### config.mk
export PLATFORM = sky130hd
export DESIGN_NAME = gregorian_date_offset_unit
export DESIGN_NICKNAME = d
export VERILOG_FILES = /design/src/hdl/gdo_pkg.sv /design/src/hdl/gdo_ctrl.sv /design/src/hdl/gdo_dpath.sv /design/src/hdl/gregorian_date_offset_unit.sv
export SDC_FILE = /design/constraint.sdc
export NUM_CORES = 1
export LEC_CHECK = 0
export ABC_CLOCK_PERIOD_IN_PS = 8500
export BUFFER_PORTS_ARGS = -buffer_cell sky130_fd_sc_hd__buf_2
export CAP_MARGIN = 20
export CORE_AREA = 2 2 155 157
export DETAILED_ROUTE_END_ITERATION = 6
export DIE_AREA = 0 0 157 159
export GPL_ROUTABILITY_DRIVEN = 1
export PLACE_DENSITY = 0.52
export SLEW_MARGIN = 0
export SYNTH_ARGS = -nofsm -noshare
export SYNTH_HDL_FRONTEND = slang
export SYNTH_SLANG_ARGS = --single-unit
### constraint.sdc
create_clock -name i_clk -period 8.5 [get_ports i_clk]
set_input_delay 1.7 -clock i_clk [delete_from_list [all_inputs] [get_ports i_clk]]
set_output_delay 1.7 -clock i_clk [all_outputs]
set_load 0.05 [all_outputs]
### src/hdl/gdo_pkg.sv
// ----------------------------------------------------------------------------
// gdo_pkg
// Types, constants and calendar helpers shared by the date offset unit.
// ----------------------------------------------------------------------------
`default_nettype none

package gdo_pkg;

    localparam logic [3:0] MONTH_JAN = 4'd1;
    localparam logic [3:0] MONTH_FEB = 4'd2;
    localparam logic [3:0] MONTH_DEC = 4'd12;
    localparam logic [8:0] MOD400_LAST = 9'd399;
    localparam logic       ACT_ADD = 1'b0;
    localparam logic       ACT_SUB = 1'b1;

    typedef struct packed {
        logic        action;
        logic [3:0]  start_month;
        logic [4:0]  start_day;
        logic [15:0] start_year;
        logic [15:0] day_count;
    } t_req;

    typedef struct packed {
        logic [3:0]  end_month;
        logic [4:0]  end_day;
        logic [15:0] end_year;
        logic        range_error;
        logic        bad_input;
    } t_result;

    // controller -> datapath
    typedef struct packed {
        logic load;
        logic reduce;
        logic check;
        logic walk;
    } t_dp_cmd;

    // datapath -> controller
    typedef struct packed {
        logic reduce_done;
        logic bad_now;
        logic cnt_zero;
    } t_dp_status;

    // Leap year from the year's residue modulo 400.
    function automatic logic f_is_leap(input logic [8:0] m400);
        logic cent;
        begin
            cent = (m400 == 9'd0) || (m400 == 9'd100) || (m400 == 9'd200)
                || (m400 == 9'd300);
            f_is_leap = (m400 == 9'd0) || ((m400[1:0] == 2'b00) && !cent);
        end
    endfunction

    // Month length; zero for a month code outside the calendar.
    function automatic logic [4:0] f_days_in(input logic [3:0] m, input logic leap);
        case (m)
            4'd1, 4'd3, 4'd5, 4'd7, 4'd8, 4'd10, 4'd12: f_days_in = 5'd31;
            4'd4, 4'd6, 4'd9, 4'd11:                    f_days_in = 5'd30;
            MONTH_FEB:                                  f_days_in = leap ? 5'd29 : 5'd28;
            default:                                    f_days_in = 5'd0;
        endcase
    endfunction

endpackage

`default_nettype wire

### src/hdl/gdo_ctrl.sv
// ----------------------------------------------------------------------------
// gdo_ctrl
// Sequencer: load, residue reduction, date check, month walk, result strobe.
// ----------------------------------------------------------------------------
`default_nettype none

module gdo_ctrl
    import gdo_pkg::*;
(
    input  wire logic       i_clk,
    input  wire logic       i_rst_n,
    input  wire logic       start,
    input  wire t_dp_status i_status,
    output t_dp_cmd         o_cmd,
    output logic            busy,
    output logic            o_strobe
);

    typedef enum logic [4:0] {
        S_IDLE   = 5'b00001,
        S_REDUCE = 5'b00010,
        S_CHECK  = 5'b00100,
        S_WALK   = 5'b01000,
        S_DONE   = 5'b10000
    } t_state;

    t_state r_state, n_state;

    always_comb begin
        n_state = r_state;
        case (r_state)
            S_IDLE: begin
                if (start) n_state = S_REDUCE;
            end
            S_REDUCE: begin
                if (i_status.reduce_done) n_state = S_CHECK;
            end
            S_CHECK: begin
                if (i_status.bad_now || i_status.cnt_zero) n_state = S_DONE;
                else n_state = S_WALK;
            end
            S_WALK: begin
                if (i_status.cnt_zero) n_state = S_DONE;
            end
            S_DONE:  n_state = S_IDLE;
            default: n_state = S_IDLE;
        endcase
    end

    always_ff @(posedge i_clk) begin
        if (!i_rst_n) r_state <= S_IDLE;
        else          r_state <= n_state;
    end

    always_comb begin
        o_cmd.load   = (r_state == S_IDLE) && start;
        o_cmd.reduce = (r_state == S_REDUCE);
        o_cmd.check  = (r_state == S_CHECK);
        o_cmd.walk   = (r_state == S_WALK) && !i_status.cnt_zero;
    end

    assign busy     = (r_state != S_IDLE);
    assign o_strobe = (r_state == S_DONE);

endmodule

`default_nettype wire

### src/hdl/gdo_dpath.sv
// ----------------------------------------------------------------------------
// gdo_dpath
// Date registers, year residue reduction and the one-month step unit.
// ----------------------------------------------------------------------------
`default_nettype none

module gdo_dpath
    import gdo_pkg::*;
#(
    parameter int COUNT_BITS = 16,
    parameter int YEAR_BITS  = 16
) (
    input  wire logic   i_clk,
    input  wire t_req   i_req,
    input  wire t_dp_cmd i_cmd,
    output t_dp_status  o_status,
    output t_result     o_result
);

    localparam int YX = (YEAR_BITS > 16) ? YEAR_BITS : 16;
    localparam int CX = (COUNT_BITS > 16) ? COUNT_BITS : 16;
    localparam int SW = $clog2(YEAR_BITS - 6);
    localparam int RW = YEAR_BITS + 2;
    localparam logic [SW-1:0] SHIFT_TOP = SW'(YEAR_BITS - 8);
    localparam logic [8:0] YMASK_MOD = 9'(((2 ** YEAR_BITS) - 1) % 400);
    localparam logic [YEAR_BITS-1:0] YMAX = '1;

    logic                  r_sub;
    logic [3:0]            r_month;
    logic [4:0]            r_day;
    logic [YEAR_BITS-1:0]  r_year;
    logic [COUNT_BITS-1:0] r_cnt;
    logic [YEAR_BITS-1:0]  r_rem;
    logic [SW-1:0]         r_shift;
    logic                  r_range;
    logic                  r_bad;

    logic [YX-1:0] w_year_in;
    logic [CX-1:0] w_cnt_in;
    logic [YX-1:0] w_year_out;

    assign w_year_in = YX'(i_req.start_year);
    assign w_cnt_in  = CX'(i_req.day_count);
    assign w_year_out = YX'(r_year);

    // restoring reduction of the year modulo 400
    logic [RW-1:0] w_thr;
    logic          w_take;
    assign w_thr  = RW'(400) << r_shift;
    assign w_take = RW'(r_rem) >= w_thr;

    logic [8:0] w_m400;
    assign w_m400 = 9'(r_rem);

    // date check on the loaded start date
    logic [4:0] w_dim;
    assign w_dim = f_days_in(r_month, f_is_leap(w_m400));

    // one month step
    logic [4:0]            w_room;
    logic                  w_fwd_fit, w_bwd_fit;
    logic [3:0]            w_month_nx;
    logic [YEAR_BITS-1:0]  w_year_nx;
    logic [8:0]            w_m400_nx;
    logic                  w_range_nx;
    logic [4:0]            w_day_nx;
    logic [COUNT_BITS-1:0] w_cnt_nx;

    assign w_room    = w_dim - r_day;
    assign w_fwd_fit = r_cnt <= COUNT_BITS'(w_room);
    assign w_bwd_fit = r_cnt < COUNT_BITS'(r_day);

    always_comb begin
        w_month_nx = r_month;
        w_year_nx  = r_year;
        w_m400_nx  = w_m400;
        w_range_nx = r_range;
        w_day_nx   = r_day;
        w_cnt_nx   = r_cnt;
        if (r_sub == ACT_ADD) begin
            if (w_fwd_fit) begin
                w_day_nx = r_day + r_cnt[4:0];
                w_cnt_nx = '0;
            end else begin
                w_cnt_nx = r_cnt - (COUNT_BITS'(w_room) + COUNT_BITS'(1));
                w_day_nx = 5'd1;
                if (r_month < MONTH_DEC) begin
                    w_month_nx = r_month + 4'd1;
                end else begin
                    w_month_nx = MONTH_JAN;
                    if (r_year == YMAX) begin
                        w_range_nx = 1'b1;
                        w_year_nx  = '0;
                        w_m400_nx  = 9'd0;
                    end else begin
                        w_year_nx = r_year + YEAR_BITS'(1);
                        w_m400_nx = (w_m400 == MOD400_LAST) ? 9'd0 : w_m400 + 9'd1;
                    end
                end
            end
        end else begin
            if (w_bwd_fit) begin
                w_day_nx = r_day - r_cnt[4:0];
                w_cnt_nx = '0;
            end else begin
                w_cnt_nx = r_cnt - COUNT_BITS'(r_day);
                if (r_month > MONTH_JAN) begin
                    w_month_nx = r_month - 4'd1;
                end else begin
                    w_month_nx = MONTH_DEC;
                    if (r_year == '0) begin
                        w_range_nx = 1'b1;
                        w_year_nx  = YMAX;
                        w_m400_nx  = YMASK_MOD;
                    end else begin
                        w_year_nx = r_year - YEAR_BITS'(1);
                        w_m400_nx = (w_m400 == 9'd0) ? MOD400_LAST : w_m400 - 9'd1;
                    end
                end
                w_day_nx = f_days_in(w_month_nx, f_is_leap(w_m400_nx));
            end
        end
    end

    always_ff @(posedge i_clk) begin
        if (i_cmd.load) begin
            r_sub   <= i_req.action;
            r_month <= i_req.start_month;
            r_day   <= i_req.start_day;
            r_year  <= w_year_in[YEAR_BITS-1:0];
            r_rem   <= w_year_in[YEAR_BITS-1:0];
            r_cnt   <= w_cnt_in[COUNT_BITS-1:0];
            r_shift <= SHIFT_TOP;
            r_range <= 1'b0;
            r_bad   <= 1'b0;
        end else if (i_cmd.reduce) begin
            if (w_take) r_rem <= YEAR_BITS'(RW'(r_rem) - w_thr);
            if (r_shift != '0) r_shift <= r_shift - SW'(1);
        end else if (i_cmd.check) begin
            r_bad <= o_status.bad_now;
        end else if (i_cmd.walk) begin
            r_month <= w_month_nx;
            r_day   <= w_day_nx;
            r_year  <= w_year_nx;
            r_rem   <= YEAR_BITS'(w_m400_nx);
            r_cnt   <= w_cnt_nx;
            r_range <= w_range_nx;
        end
    end

    always_comb begin
        o_status.reduce_done = (r_shift == '0);
        o_status.bad_now     = (w_dim == 5'd0) || (r_day == 5'd0) || (r_day > w_dim);
        o_status.cnt_zero    = (r_cnt == '0);
    end

    always_comb begin
        o_result.end_month   = r_month;
        o_result.end_day     = r_day;
        o_result.end_year    = w_year_out[15:0];
        o_result.range_error = r_range;
        o_result.bad_input   = r_bad;
    end

endmodule

`default_nettype wire

### src/hdl/gregorian_date_offset_unit.sv
// ----------------------------------------------------------------------------
// gregorian_date_offset_unit
// Moves a Gregorian date forward or backward by a number of days.
// ----------------------------------------------------------------------------
// Usage:
//   Drive a request on i_req and raise start while busy is low; the request
//   is taken at that clock edge and busy rises on the next cycle.
//   The result is flagged on o_result by o_strobe for exactly one cycle;
//   busy drops the cycle after. The receiver cannot stall: capture it then.
// Sequence per request, from the point at which start is taken:
//   a load, a reduction of the year modulo 400, a date check, the month
//   walk and a result strobe. The walk steps across each month crossed,
//   finishes inside the last month when the count ends there, and then
//   sees the count reach zero. A 65535-day move crosses about 2154 months
//   at the default widths. An invalid start date or a zero count skips
//   the walk.
// Requests are handled one at a time; a new request is taken once busy falls.
// Reset (synchronous, active low) returns the sequencer to idle; no result
// is pending afterward.
// ----------------------------------------------------------------------------
`default_nettype none

module gregorian_date_offset_unit
    import gdo_pkg::*;
#(
    parameter int COUNT_BITS = 16,
    parameter int YEAR_BITS  = 16
) (
    input  wire logic i_clk,
    input  wire logic i_rst_n,
    input  wire logic start,
    input  wire t_req i_req,
    output logic      busy,
    output logic      o_strobe,
    output t_result   o_result
);

    t_dp_cmd    w_cmd;
    t_dp_status w_status;

    // sequence the request
    gdo_ctrl u_ctrl (
        .i_clk    (i_clk),
        .i_rst_n  (i_rst_n),
        .start    (start),
        .i_status (w_status),
        .o_cmd    (w_cmd),
        .busy     (busy),
        .o_strobe (o_strobe)
    );

    // hold the date and step it one month per cycle during the month walk
    gdo_dpath #(
        .COUNT_BITS (COUNT_BITS),
        .YEAR_BITS  (YEAR_BITS)
    ) u_dpath (
        .i_clk    (i_clk),
        .i_req    (i_req),
        .i_cmd    (w_cmd),
        .o_status (w_status),
        .o_result (o_result)
    );

endmodule

`default_nettype wire

== Word level (Yosys, flattened, before mapping) ==
Index checks and enable logic that the tools add are counted.
W data, S select, Z words.

* Add/sub/neg operators: 14
* $lt $le $gt $ge: 6
* Equality and inequality tests: 57
* Shift operators: 1
* Multiplexer cells: 68
* Bitwise logic cells: 2
* Reduce and logical (&&, ||, !) cells: 44

{| class="wikitable"
|+ Operators by type and width
! kind !! number
|-
| $mux W16 || 23
|-
| $mux W9 || 11
|-
| $mux W5 || 11
|-
| $mux W4 || 11
|-
| $eq A4 B4 Y1 const B || 10
|-
| $eq A4 B3 Y1 const B || 8
|-
| $logic_not A16 Y1 || 2
|-
| $sub A16 B16 Y16 || 2
|-
| $pmux W5 S3 || 2
|-
| $eq A9 B9 Y1 const B || 3
|-
| $pmux W5 S4 || 1
|-
| $eq A9 B7 Y1 const B || 2
|-
| $eq A9 B8 Y1 const B || 2
|-
| $ge A16 B18 Y1 || 1
|-
| $logic_not A9 Y1 || 2
|-
| $shl A9 B4 Y18 const A || 1
|-
| $add A16 B1 Y16 const B || 1
|-
| $eq A16 B16 Y1 const B || 1
|-
| $eq A4 B2 Y1 const B || 4
|-
| $le A16 B5 Y1 || 1
|-
| $lt A16 B5 Y1 || 1
|-
| $sub A16 B1 Y16 const B || 1
|-
| $sub A16 B5 Y16 || 1
|-
| $reduce_or A7 Y1 || 2
|-
| 42 further kinds || 88
|}

* Bits in registers: 69
* Input bits: 45

== Logic depth before layout (Yosys ltp) ==
* Depth in word-level cells: 21
* Mapped depth: 23
* Mapped depth without buffers: 22

== By module ==
From an unflattened synthesis, not the netlist that was laid out.

* Cells, all modules: 822
* Area total of the unflattened synthesis: 6860.3 um^2

{| class="wikitable"
|+ Modules (own cells, without submodules)
! module !! times used !! cells an instance !! area each (um^2) !! sequential area each (um^2)
|-
| gdo_dpath || 1 || 785 || 6530.0 || 1861.8
|-
| gdo_ctrl || 1 || 37 || 330.3 || 100.1
|}

== Least setup slack after synthesis ==
No wires, ideal clock.

* Path type: register to register
* Start: register u_dpath.r_month[0]
* End: register u_dpath.r_year[0] (enable)
* Library setup time: 0.373 ns
* Arrival: 4.468 ns
* Setup slack: 3.659 ns
* Stages on the path, launching flop included: 21
* Buffers on the path: 2
* Path through: edfxtp_1 inv_1 ha_1 buf_2 nor2_1 nor2_1 o32a_1 a21o_1 ha_1 o21ai_0 and3_1 nor2_1 inv_1 ha_1 and4b_1 a21oi_1 o31ai_1 a21o_1 buf_4 o22ai_2 a41o_1

* Cells in the longest elaborated chain, start to end: 7
* Elaborated cells between the ends (all ways): 23
* Classes of those cells: 1 x add/sub; 3 x order compare; 15 x eq/ne; 1 x mux; 3 x reduce/logical

{| class="wikitable"
|+ RTL lines
! item !! line !! text
|-
| start: declaration || gdo_dpath.sv:29 || <nowiki>logic [3:0] r_month;</nowiki>
|-
| start signal: assignment || gdo_dpath.sv:128 || <nowiki>r_month <= i_req.start_month;</nowiki>
|-
| start signal: assignment || gdo_dpath.sv:142 || <nowiki>r_month <= w_month_nx;</nowiki>
|-
| $eq A4 B1 Y1 (tied with other cells) || gdo_pkg.sv:59 || <nowiki>case (m)</nowiki>
|-
| $reduce_or A7 Y1 / $reduce_or A4 Y1 (equally long branches) || gdo_pkg.sv:59 ||
|-
| $pmux W5 S3 || gdo_pkg.sv:59 ||
|-
| $sub A5 B5 Y5 || gdo_dpath.sv:69 || <nowiki>assign w_room = w_dim - r_day;</nowiki>
|-
| $le A16 B5 Y1 || gdo_dpath.sv:70 || <nowiki>assign w_fwd_fit = r_cnt <= COUNT_BITS'(w_room);</nowiki>
|-
| $ne A3 B2 Y1 (no line) || - ||
|-
| $reduce_and A7 Y1 (no line) (*) || - ||
|-
| end signal: assignment || gdo_dpath.sv:130 || <nowiki>r_year <= w_year_in[YEAR_BITS-1:0];</nowiki>
|-
| end signal: assignment || gdo_dpath.sv:144 || <nowiki>r_year <= w_year_nx;</nowiki>
|-
| end: declaration || gdo_dpath.sv:31 || <nowiki>logic [YEAR_BITS-1:0] r_year;</nowiki>
|}

Mark *: on every way between the ends. The rest lies on a longest branch, timed or not.
A chain may end at the register's enable or synchronous reset.

== Worst setup path after layout ==
* Start: register u_dpath.r_rem[7]
* End: register u_dpath.r_rem[5] (enable)

* Cells in the longest elaborated chain, start to end: 13
* Elaborated cells between the ends (all ways): 18
* Classes of those cells: 1 x add/sub; 2 x order compare; 5 x eq/ne; 2 x mux; 8 x reduce/logical

{| class="wikitable"
|+ RTL lines
! item !! line !! text
|-
| start: declaration || gdo_dpath.sv:33 || <nowiki>logic [YEAR_BITS-1:0] r_rem;</nowiki>
|-
| start signal: assignment || gdo_dpath.sv:131 || <nowiki>r_rem <= w_year_in[YEAR_BITS-1:0];</nowiki>
|-
| start signal: assignment || gdo_dpath.sv:137 || <nowiki>if (w_take) r_rem <= YEAR_BITS'(RW'(r_rem) - w_thr);</nowiki>
|-
| start signal: assignment || gdo_dpath.sv:145 || <nowiki>r_rem <= YEAR_BITS'(w_m400_nx);</nowiki>
|-
| $eq A9 B7 Y1 / $logic_not A9 Y1 (equally long branches) || gdo_pkg.sv:51, gdo_pkg.sv:53 ||
|-
| $logic_or A1 B1 Y1 (2 in a row) || gdo_pkg.sv:51 || <nowiki>cent = (m400 == 9'd0) || (m400 == 9'd100) || (m400 == 9'd200)</nowiki>
|-
| $logic_or A1 B1 Y1 || gdo_pkg.sv:52 || <nowiki>|| (m400 == 9'd300);</nowiki>
|-
| $logic_not A1 Y1 || gdo_pkg.sv:53 || <nowiki>f_is_leap = (m400 == 9'd0) || ((m400[1:0] == 2'b00) && !cent);</nowiki>
|-
| $logic_and A1 B1 Y1 || gdo_pkg.sv:53 ||
|-
| $logic_or A1 B1 Y1 || gdo_pkg.sv:53 ||
|-
| $mux W1 || gdo_pkg.sv:62 || <nowiki>MONTH_FEB: f_days_in = leap ? 5'd29 : 5'd28;</nowiki>
|-
| $pmux W5 S3 || gdo_pkg.sv:59 ||
|-
| $sub A5 B5 Y5 || gdo_dpath.sv:69 ||
|-
| $le A16 B5 Y1 || gdo_dpath.sv:70 ||
|-
| $ne A4 B3 Y1 (no line) || - ||
|-
| $reduce_and A6 Y1 (no line) (*) || - ||
|}

Marks and branches as above.

==> run summary <==
Seq/Total Area, Yosys -> 28.60%
Crit-path max FO -> 11
DP Cell Count -> 1208
Largest net degree at the start of global routing -> 55
Post-DP HPWL -> 16380 um
Vias/cell -> 5.394
Asr flop ratio synth -> 0%
Area contributors post-synth -> edfxtp_1 (25%), ha_1 (10%), o21ai_0 (5.2%)
Hold-fix buffers, CTS -> 0
Setup crit end kind -> flip-flop
Reg-to-reg startpoint -> u_dpath.r_rem[7]
Remaining antenna violation count -> 0
Avg Cell Area, Syn -> 8.052 um^2
Post-Route Setup TNS -> 0 ns
Synthesis-stage register bit count -> 69
Skew-Pair Late Insertion Delay -> 0.35 ns
Initial drt markers -> 507
Nets -> 1006
Vias in the first global route -> 6212
Max-Cap Viols -> 0
Setup crit end -> u_dpath.r_rem[5]
CTS Sinks -> 69
Most instantiated cells after synthesis -> nor2_1 (83), nand2_1 (79), o21ai_0 (71)
Root buf cell -> clkbuf_16
Grt ovf -> 0
First-pass GRT wire length -> 35140 um
Reg-to-reg setup timing slack -> 3.18 ns
FILL cells -> 2481
Share of cells above drive strength 1 -> 12.15%
Avg WL per Cell -> 17.99 um
Synth-to-layout area growth -> 13.33%
CTS resizes -> 0
Final wirelength -> 22020 um
Core ar. -> 23190 um^2
Most common cell in the netlist -> nor2_1
Initial antenna violation count -> 0
Placement Cell Area -> 7477 um^2
Total GRT Usage -> 17.84%
Yosys warns -> 0
Post-synth top area share -> 25.39%
Seq. cell area -> 1962 um^2
Top Ports -> 74
I/O Buffers -> 73
Max Transition Viols Final -> 0
CTS H-tree depth -> 3
Maximum clock frequency -> 188.0 MHz
Pleak -> 2.982 nW
Multi-input combinational cell area -> 4529 um^2
Row Count -> 56
Req. time, crit path -> 8.58 ns
Status -> complete, no violations
WP data arrival -> 5.40 ns
Max-slew headroom at the worst pin -> 30.29%
R2r worst-path depth -> 19
Worst vdd ir -> 0.0001010 V
CTS tree -> built
GPL Wtd Cong -> 0.8980
Final min period -> 5.320 ns
Setup slack after layout -> 3.180 ns
Unrepaired setup endpoints after global routing -> false
CP startpoint -> u_dpath.r_rem[7]
Tightest Pin Transition -> 1.036 ns
Reg-to-reg endpoint -> u_dpath.r_rem[5]
Die W -> 157 um
Startpoint Class -> flip-flop
CTS buffer count -> 9
Area of the die -> 24960 um^2
Fin area -> 7775 um^2
Cell Area, Synth -> 6860 um^2
Hold Crit Class -> reg2reg
Register clock-pin slew on the reported worst setup and hold paths -> 0.06 ns
Unique masters post-synth -> 74
Post-synth EDFFs -> 58
Final setup viols -> 0
Hold_ws -> 0.4679 ns
Initial Util -> 29.58%
Cell count after synthesis -> 852
# Post-CTS Setup Buffers -> 0
DRT Pass-1 Iters -> 5
Post-Syn Nets -> 958
Clk buf depth -> 2
PwrDens -> 224.1 nW/um^2
Period utilization -> 62.59%
Synth Flop Type -> edfxtp_1
Setup Crit Path Kind -> reg2reg
Final Hold Viols -> 0
Die Ht -> 159 um
Fin cells -> 1224
Drt drc -> 0
Setup WS pre-CTS -> 3.205 ns
Via count -> 6602
Clock skew -> 0.01139 ns
Number of diodes -> 0
Synth area leader -> edfxtp_1
[layer usage]
metal	vias to the layer above	track usage (%)	share of wire [%]
li1	3251	-	-
met3	13	2.722	5.3
met1	3165	26.64	49
met4	0	4.629	1.3
met2	173	26.67	44
met5	-	0	0
[power by group]
group          leakage (nW)  internal, mW  switching, mW
clock                 0.144         0.225          0.167
sequential            0.643         0.429         0.0725
combinational          2.19         0.333          0.516
[sequential cells by signal, indices dropped and copies added, names as in the netlist, 4 cells and up]
signal	flops
u_ctrl.r_state	5
u_dpath.r_shift	4
u_dpath.r_month	4
u_dpath.r_rem	16
u_dpath.r_cnt	16
u_dpath.r_day	5
u_dpath.r_year	16
[layout make-up]
cell class / count / area share [%]
multi-input combinational: 694 / 58.26
sequential: 69 / 25.23
timing repair buffer: 79 / 5.278
tap: 319 / 5.134
clock buffer: 12 / 3.444
inverter: 47 / 2.269
clock inverter: 4 / 0.3862
[per-stage QoR]
step | util (%) | total power, mW
after global placement | 32.24 | 1.345
after global routing | 33.52 | 1.873
after CTS | 33.52 | 1.743
after floorplan | - | 1.140
final | 33.52 | 1.743
after detailed placement | 32.24 | 1.344
[worst min-delay path by stage]
stage,start,end,slack (ns),cells past startpoint
floorplan,u_dpath.r_range,u_dpath.r_range,0.44,1
global placement,u_dpath.r_range,u_dpath.r_range,0.46,1
detailed placement,u_dpath.r_range,u_dpath.r_range,0.45,1
CTS,u_dpath.r_range,u_dpath.r_range,0.47,1
global route,u_dpath.r_range,u_dpath.r_range,0.51,1
finish,u_dpath.r_range,u_dpath.r_range,0.47,1
[placed cells by master (no fill, tap or decap), types with 5 or more instances in the layout]
| master | n |
|---|---|
| o21a_1 | 17 |
| ha_1 | 56 |
| nor3_1 | 39 |
| edfxtp_1 | 58 |
| nor2b_1 | 10 |
| o21ai_0 | 71 |
| a31oi_1 | 13 |
| clkbuf_16 | 10 |
| dfxtp_1 | 11 |
| or3_1 | 14 |
| nor2_1 | 83 |
| nor4_1 | 9 |
| a22oi_1 | 7 |
| buf_2 | 73 |
| a221oi_1 | 5 |
| a211oi_1 | 7 |
| nand3_1 | 33 |
| buf_4 | 6 |
| and3_1 | 11 |
| inv_1 | 45 |
| nand3b_1 | 5 |
| nand2b_1 | 7 |
| fa_1 | 5 |
| nor3b_1 | 5 |
| a21o_1 | 7 |
| o221ai_1 | 7 |
| xor2_1 | 20 |
| a21oi_1 | 55 |
| nand4_1 | 9 |
| xnor2_1 | 30 |
| o211ai_1 | 6 |
| nand2_1 | 78 |
| o31ai_1 | 9 |
[critical path: stages, from the launching register on]
cell and delay, ns:
edfxtp_1 0.53, inv_1 0.20, nand4_1 0.10, nor3_1 0.15
a31oi_1 0.06, or3_1 0.36, a41oi_1 0.22, ha_1 0.19
inv_1 0.05, fa_1 0.39, xor2_1 0.27, inv_1 0.09
ha_1 0.30, o21a_1 0.11, o21a_1 0.16, o31ai_1 0.57
a21oi_1 0.47, a31oi_1 0.39, nand3_1 0.14, and2_1 0.30
[cell families (layout without fill, tap and decap cells)]
logic type	count (synthesis)	after routing	synth area share, %
simple gates	330	330	23.91
compound gates	249	249	23.38
fa+ha+maj	61	61	11.67
buf+inv	89	142	5.417
xor+xnor	50	50	6.383
mux	4	4	0.6383
flops	69	69	28.60
Power figures use the tool's default switching activity.
